File: src/design/plr_pkg.sv
// Shared types and constants for the positional list block.
// Depends on nothing.
`default_nettype none
package plr_pkg;

  localparam int POS_W     = 5;
  localparam int VAL_W     = 32;
  localparam int CNT_OUT_W = 5;
  localparam int DEPTH_DEF = 16;

  typedef enum logic {
    CMD_INSERT = 1'b0,
    CMD_REMOVE = 1'b1
  } cmd_t;

  typedef enum logic [2:0] {
    S_IDLE,
    S_RD,
    S_WR,
    S_PUT,
    S_DONE
  } state_t;

endpackage
`default_nettype wire

File: src/design/positional_list_insert_remove_top.sv
// An ordered list of up to DEPTH signed 32-bit words held in one RAM, with a
// count. Insert places a word at a position from 0 to count and remove takes
// the word at a position below count; each command returns one result word.
// Entries are moved one at a time through the single RAM read and write port,
// each in a read state and then a write state because the read is registered.
// A finished command waits in S_DONE until the previous result has been taken.
// The block is not ready while a command is in progress, but it accepts a new
// command while a finished result still waits on the output.
// Depends on plr_pkg and plr_ram.
`default_nettype none
module positional_list_insert_remove_top #(
  parameter int DEPTH = plr_pkg::DEPTH_DEF
) (
  input  logic                                clk,
  input  logic                                rst_n,
  input  logic                                in_valid,
  output logic                                in_ready,
  input  logic                                in_command,
  input  logic [plr_pkg::POS_W-1:0]           in_position,
  input  logic signed [plr_pkg::VAL_W-1:0]    in_new_value,
  output logic                                out_valid,
  input  logic                                out_ready,
  output logic                                out_success,
  output logic signed [plr_pkg::VAL_W-1:0]    out_removed_value,
  output logic [plr_pkg::CNT_OUT_W-1:0]       out_entry_count
);
  import plr_pkg::*;

  localparam int ADDR_W = $clog2(DEPTH);
  localparam int CNT_W  = $clog2(DEPTH + 1);
  localparam int CMP_W  = (CNT_W > POS_W) ? CNT_W : POS_W;

  state_t                state_r, state_nxt;
  cmd_t                  cmd_r, cmd_nxt;
  logic [ADDR_W-1:0]     pos_r, pos_nxt;
  logic [ADDR_W-1:0]     idx_r, idx_nxt;
  logic [VAL_W-1:0]      val_r, val_nxt;
  logic [VAL_W-1:0]      taken_r, taken_nxt;
  logic                  ok_r, ok_nxt;
  logic [CNT_W-1:0]      count_r, count_nxt;
  logic                  out_valid_r, out_valid_nxt;
  logic                  out_success_r, out_success_nxt;
  logic [VAL_W-1:0]      out_removed_r, out_removed_nxt;
  logic [CNT_OUT_W-1:0]  out_count_r, out_count_nxt;

  logic                  ram_wr_en;
  logic [ADDR_W-1:0]     ram_wr_addr;
  logic [VAL_W-1:0]      ram_wr_data;
  logic                  ram_rd_en;
  logic [ADDR_W-1:0]     ram_rd_addr;
  logic [VAL_W-1:0]      ram_rd_data;

  logic [CMP_W-1:0]      in_pos_ext, cnt_ext, idx_ext, pos_ext;
  logic                  ins_ok, rem_ok;

  plr_ram #(
    .WIDTH (VAL_W),
    .DEPTH (DEPTH)
  ) u_ram (
    .clk     (clk),
    .wr_en   (ram_wr_en),
    .wr_addr (ram_wr_addr),
    .wr_data (ram_wr_data),
    .rd_en   (ram_rd_en),
    .rd_addr (ram_rd_addr),
    .rd_data (ram_rd_data)
  );

  assign in_pos_ext = CMP_W'(in_position);
  assign cnt_ext    = CMP_W'(count_r);
  assign idx_ext    = CMP_W'(idx_r);
  assign pos_ext    = CMP_W'(pos_r);
  assign ins_ok     = (in_pos_ext <= cnt_ext) && (cnt_ext < CMP_W'(DEPTH));
  assign rem_ok     = in_pos_ext < cnt_ext;

  always_ff @(posedge clk) begin
    if (!rst_n) begin
      state_r     <= S_IDLE;
      count_r     <= '0;
      out_valid_r <= 1'b0;
    end else begin
      state_r     <= state_nxt;
      count_r     <= count_nxt;
      out_valid_r <= out_valid_nxt;
    end
  end

  always_ff @(posedge clk) begin
    cmd_r         <= cmd_nxt;
    pos_r         <= pos_nxt;
    idx_r         <= idx_nxt;
    val_r         <= val_nxt;
    taken_r       <= taken_nxt;
    ok_r          <= ok_nxt;
    out_success_r <= out_success_nxt;
    out_removed_r <= out_removed_nxt;
    out_count_r   <= out_count_nxt;
  end

  always_comb begin
    state_nxt       = state_r;
    cmd_nxt         = cmd_r;
    pos_nxt         = pos_r;
    idx_nxt         = idx_r;
    val_nxt         = val_r;
    taken_nxt       = taken_r;
    ok_nxt          = ok_r;
    count_nxt       = count_r;
    out_valid_nxt   = out_valid_r;
    out_success_nxt = out_success_r;
    out_removed_nxt = out_removed_r;
    out_count_nxt   = out_count_r;
    ram_wr_en       = 1'b0;
    ram_wr_addr     = idx_r;
    ram_wr_data     = ram_rd_data;
    ram_rd_en       = 1'b0;
    ram_rd_addr     = idx_r;

    if (out_valid_r && out_ready) begin
      out_valid_nxt = 1'b0;
    end

    unique case (state_r)
      S_IDLE: begin
        if (in_valid) begin
          cmd_nxt   = cmd_t'(in_command);
          pos_nxt   = ADDR_W'(in_pos_ext);
          val_nxt   = in_new_value;
          taken_nxt = '0;
          ok_nxt    = 1'b0;
          state_nxt = S_DONE;
          if (cmd_t'(in_command) == CMD_INSERT) begin
            if (ins_ok) begin
              ok_nxt    = 1'b1;
              idx_nxt   = ADDR_W'(cnt_ext);
              state_nxt = (cnt_ext > in_pos_ext) ? S_RD : S_PUT;
            end
          end else if (rem_ok) begin
            ok_nxt    = 1'b1;
            idx_nxt   = ADDR_W'(in_pos_ext);
            state_nxt = S_RD;
          end
        end
      end
      S_RD: begin
        ram_rd_en   = 1'b1;
        ram_rd_addr = (cmd_r == CMD_INSERT) ? idx_r - ADDR_W'(1) : idx_r;
        state_nxt   = S_WR;
      end
      S_WR: begin
        if (cmd_r == CMD_INSERT) begin
          ram_wr_en   = 1'b1;
          ram_wr_addr = idx_r;
          idx_nxt     = idx_r - ADDR_W'(1);
          state_nxt   = (idx_ext - CMP_W'(1) > pos_ext) ? S_RD : S_PUT;
        end else begin
          if (idx_r == pos_r) begin
            taken_nxt = ram_rd_data;
          end else begin
            ram_wr_en   = 1'b1;
            ram_wr_addr = idx_r - ADDR_W'(1);
          end
          if (idx_ext + CMP_W'(1) < cnt_ext) begin
            idx_nxt   = idx_r + ADDR_W'(1);
            state_nxt = S_RD;
          end else begin
            count_nxt = count_r - CNT_W'(1);
            state_nxt = S_DONE;
          end
        end
      end
      S_PUT: begin
        ram_wr_en   = 1'b1;
        ram_wr_addr = pos_r;
        ram_wr_data = val_r;
        count_nxt   = count_r + CNT_W'(1);
        state_nxt   = S_DONE;
      end
      S_DONE: begin
        if (!out_valid_r || out_ready) begin
          out_valid_nxt   = 1'b1;
          out_success_nxt = ok_r;
          out_removed_nxt = taken_r;
          out_count_nxt   = CNT_OUT_W'(count_r);
          state_nxt       = S_IDLE;
        end
      end
      default: begin
        state_nxt = S_IDLE;
      end
    endcase
  end

  assign in_ready          = (state_r == S_IDLE);
  assign out_valid         = out_valid_r;
  assign out_success       = out_success_r;
  assign out_removed_value = out_removed_r;
  assign out_entry_count   = out_count_r;

endmodule
`default_nettype wire

File: src/design/plr_ram.sv
// Generic single-write, single-read RAM with a registered read port.
// Depends on nothing.
`default_nettype none
module plr_ram #(
  parameter int WIDTH = 32,
  parameter int DEPTH = 16
) (
  input  logic                     clk,
  input  logic                     wr_en,
  input  logic [$clog2(DEPTH)-1:0] wr_addr,
  input  logic [WIDTH-1:0]         wr_data,
  input  logic                     rd_en,
  input  logic [$clog2(DEPTH)-1:0] rd_addr,
  output logic [WIDTH-1:0]         rd_data
);

  logic [WIDTH-1:0] mem_r [DEPTH];

  always_ff @(posedge clk) begin
    if (wr_en) begin
      mem_r[wr_addr] <= wr_data;
    end
    if (rd_en) begin
      rd_data <= mem_r[rd_addr];
    end
  end

endmodule
`default_nettype wire

File: config.mk
export PLATFORM = sky130hd
export DESIGN_NAME = positional_list_insert_remove_top
export DESIGN_NICKNAME = d
export VERILOG_FILES = /design/src/design/plr_pkg.sv /design/src/design/positional_list_insert_remove_top.sv /design/src/design/plr_ram.sv
export SDC_FILE = /design/constraint.sdc
export NUM_CORES = 1
export LEC_CHECK = 0
export BUFFER_PORTS_ARGS = -buffer_cell sky130_fd_sc_hd__buf_2
export CAP_MARGIN = 20
export CORE_MARGIN = 1
export CORE_UTILIZATION = 45
export CTS_CLUSTER_SIZE = 16
export DETAILED_ROUTE_END_ITERATION = 12
export GPL_ROUTABILITY_DRIVEN = 0
export MAX_ROUTING_LAYER = met4
export PLACE_DENSITY_LB_ADDON = 0.08
export SETUP_SLACK_MARGIN = 0.02
export SKIP_CTS_REPAIR_TIMING = 1
export SYNTH_ARGS = -nofsm -noshare
export SYNTH_HDL_FRONTEND = slang
export SYNTH_HIERARCHICAL = 1
export SYNTH_SLANG_ARGS = --single-unit
File: constraint.sdc
create_clock -name clk -period 12.9 [get_ports clk]
set_clock_uncertainty 0.05 [all_clocks]
set_input_delay 2.58 -clock clk [delete_from_list [all_inputs] [get_ports clk]]
set_output_delay 2.58 -clock clk [all_outputs]
set_load 0.05 [all_outputs]
==> results by stage <==
Worst setup path:
- The critical path goes through nor3b_4 -> buf_4 -> and2_1 -> nor2_1 -> a21oi_4 -> buf_4 -> buf_4 -> mux4_2 -> a22oi_1 -> nand2_1.
- The endpoint identified for the worst register-to-register timing path is u_ram/rd_data[3].
- Counting cells, the worst reg-to-reg path comes to 10.
- In this design, the stage delay of the slowest critical-path cell is 0.90 ns.
- In this run the worst path has a maximum fanout of 67.
- The slowest library cell on the worst path is sky130_fd_sc_hd__buf_4.
- The required time reported for the critical path endpoint is 13.17 ns.
- The kind of cell with the highest combined delay along the critical path is buffers and inverters.
- The kind of critical path is reg2reg.
- The most frequent cell on the critical path is sky130_fd_sc_hd__buf_4.
- In this run the critical register-to-register path is launched from state_r[0].
- The logic depth of the worst path, buffers included is 10.
- The arrival time of the worst setup path is 5.02 ns.
- The setup slack of the most critical reg-to-reg path is 8.15 ns.
- STA classifies the critical path endpoint as a flop.
- Counting both buffers and inverters, the worst setup path holds a total of 3.
- STA classifies the critical path startpoint as a flop.

Pwr:
- Summed over all cells, the static leakage comes to 9.63 nW.
- For this design the ratio of total power to cell area is 161 nW/um2.
- The worst supply voltage drop on vdd is 0.0000986 V.
- The design draws 4.71 mW.

Timing:
- The share of the cycle needed by the critical path after routing is 36.8%.
- The count of final max-slew check failures is 0.
- Setup repair after global routing left no endpoint under its margin.
- Setup violations remaining at the end of the flow were counted as 0.
- After layout, the minimum clock period comes to 4.75 ns.
- For the final routed database, the setup TNS stands at 0 ns.
- The relative slew slack is 29.0%.
- The final-report hold violation count is 0.
- The slew of the pin with the lowest slew margin is 1.07 ns.
- Final hold analysis gives a worst-case slack of 0.357 ns.
- The maximum frequency from static timing analysis is 0.210 GHz.

Global routing:
- The aggregate global-route resource usage is 21.4%.
- The number of antenna violations at the first check in global routing came to 0.
- The aggregate global routing overflow is 0.
- Entering global routing, the biggest net connects 68 pins.
- The via count of the first global-routing pass came to 12.4k.
- The first global-routing pass estimated 84900 um of wire.

Die:
- The total I/O pin count is 82.
- The core region is 55600 um2.
- Row generation in the floorplan step produced 86 rows.
- The effective utilization at floorplan is 45.9%.
- The area of the die is 57800 um2.
- The floorplan step set the die width to 240 um.
- The die outline height is 240 um.

Clocking:
- The total CTS buffers is 70.
- The root cell of the clock tree is sky130_fd_sc_hd__clkbuf_16.
- The buffer levels on the longest clock path is 3.
- The register clock-pin slew on the reported worst setup and hold paths is 0.06 ns.
- TritonCTS built the clock tree.
- The total number of clock tree sinks is 665.
- The H-tree depth reported by CTS is 3.
- The later pin in the worst-skew pair is clocked with a latency of 0.61 ns.

Routing:
- Using the TritonRoute via totals, the vias-per-cell ratio works out to 5.54.
- Detailed routing inserted a total of 12.2k vias.
- In this run, the number of DRC markers left after iteration 0 of detailed routing was 940.
- The remaining antenna violation count after routing is 0.
- Before antenna repair, the detailed router went through 5 iterations.
- After detailed routing, the number of remaining DRC violations is 0.
- Dividing the detail-routed wire length by the instance count gives 26.2 um.
- For this block, the routed nets add up to 57700 um of wire.

Final layout:
- The final layout contains 1466 nets.
- Fill cells in the final layout number 4468.
- The share of cells above drive strength 1 is 25.8%.
- Summing all multi-input logic gate instances after layout gives 5470 um2.
- In the final layout, flip-flops and latches occupy 19900 um2.
- 0 antenna diodes ended up in the layout.
- Compared with the post-synthesis result, the final layout area differs by 14.4%.

Synthesis:
- When the netlist entered floorplanning its net count stood at 1340.
- Ranked by total cell area, the synthesized netlist is headed by sky130_fd_sc_hd__edfxtp_1 (77%), sky130_fd_sc_hd__mux4_2 (11%), sky130_fd_sc_hd__nand2_1 (2.1%), sky130_fd_sc_hd__a22oi_1 (1.9%), sky130_fd_sc_hd__ha_1 (0.98%).
- The async set or reset register ratio after synthesis is 0%.
- The synthesized design contains 656 enable-type register cells.
- The share of the synthesized area in the top cell type is 77.1%.
- Of all cell types, the one taking the most synthesized area is sky130_fd_sc_hd__edfxtp_1.
- The primary flip-flop cell chosen by synthesis mapping is sky130_fd_sc_hd__edfxtp_1.
- The cell with the most instances after synthesis is sky130_fd_sc_hd__edfxtp_1.
- Synthesis produced 1277 cells.
- The share of synthesized area occupied by flip-flops and latches is 77.8%.
- The mean instance size in the synthesized netlist is 20.0 um2.
- The number of register bits inferred by synthesis is 665.
- The synthesis warning total is 6.
- The commonest cells after synthesis are sky130_fd_sc_hd__edfxtp_1 (656), sky130_fd_sc_hd__nand2_1 (145), sky130_fd_sc_hd__mux4_2 (128).
- The netlist uses 54 different library cells.
- The synthesized netlist occupies a cell area of 25600 um2.

Place:
- The placed wire-length estimate after detailed placement is 31000 um.
- Port buffering added 81 buffers.

Worst hold path:
- The classification of the worst-slack hold path is reg2reg.
- The number of cells on the worst hold path is 0.
- The launch point of the worst hold path is taken_r[21].
- For hold timing, the worst endpoint is out_removed_value[21].

Flow run:
- The number of violations of the max-capacitance limit is 0.

Run status:
- The run finished with clean final reports.
-- cell usage in the layout (no fill, tap or decap), drive strengths merged, types with 7 or more instances in the layout --
cell type	netlist	layout
edfxtp	656	656
nand2	146	146
mux4	128	128
buf	34	115
clkbuf	27	82
a22oi	64	64
and2	37	37
nor2	32	32
clkinv	0	30
inv	20	24
ha	20	20
a21oi	15	15
nor3	11	11
dfxtp	9	9
o21ai	9	9
xor2	7	7
-- registers in the layout (all words and copies together), names as in the netlist --
name / flops
cmd_r: 1
cnt_ext: 5
idx_r: 4
ok_r: 1
out_entry_count: 5
out_removed_value: 32
out_success: 1
out_valid: 1
pos_r: 4
state_r: 3
taken_r: 32
u_ram/mem_r: 512
u_ram/rd_data: 32
val_r: 32
-- cell type report --
class	count	share of cell area (%)
Inverter	20	0.257
Sequential cell	665	68.0
Timing Repair Buffer	115	2.48
Clock inverter	40	1.19
Clock buffer	82	6.15
Multi-Input combinational cell	531	18.7
Tap cell	748	3.20
-- cell families (layout without fill, tap and decap cells) --
| group | after synthesis | in the layout | share of synthesized area, % |
|---|---|---|---|
| buffers and inverters | 81 | 257 | 1.52 |
| AO/OA/AOI/OAI | 109 | 109 | 3.09 |
| AND/OR/NAND/NOR | 253 | 253 | 4.56 |
| XOR/XNOR | 13 | 13 | 0.445 |
| flip-flops | 665 | 665 | 77.8 |
| adder cells (fa/ha/maj) | 21 | 21 | 1.06 |
| multiplexers | 135 | 135 | 11.6 |
-- per-stage QoR --
step | worst slack (ns) | instance area, um2 | cells | utilization (%)
finish | 8.15 | 29200 | 2201 | 52.5
global route | 7.88 | 29200 | 2201 | 52.5
CTS | 7.83 | 29200 | 2200 | 52.5
detailed placement | 7.87 | 27100 | 2078 | 48.6
global placement | 7.86 | 27000 | 2075 | 48.5
floorplan | 7.92 | 25600 | 1277 | -
-- worst max path at each step --
stage                     startpoint           endpoint  slack, ns
after global placement    state_r[0]  u_ram/rd_data[17]       7.86
after floorplan             idx_r[0]  u_ram/mem_r[0][0]       7.92
after global routing      state_r[0]   u_ram/rd_data[3]       7.88
after detailed placement  state_r[0]  u_ram/rd_data[17]       7.87
after CTS                 state_r[0]  u_ram/rd_data[17]       7.83
final                     state_r[0]   u_ram/rd_data[3]       8.15
-- power by group --
group | total [mW] | internal [mW] | leakage, nW | switching, mW
Clock | 1.90 | 1.08 | 1.05 | 0.817
Sequential | 2.45 | 2.43 | 6.04 | 0.0199
Combinational | 0.362 | 0.135 | 2.54 | 0.228
Total | 4.71 | 3.64 | 9.63 | 1.06
-- layer usage --
layer	wire, um	track usage, %	up-vias
met1	25600	29.4	6412
met4	985	5.04	0
met3	3080	4.06	77
li1	-	-	5391
met5	0	-	-
met2	28000	33.3	312
Note: power is estimated with default switching activity, not from simulation.
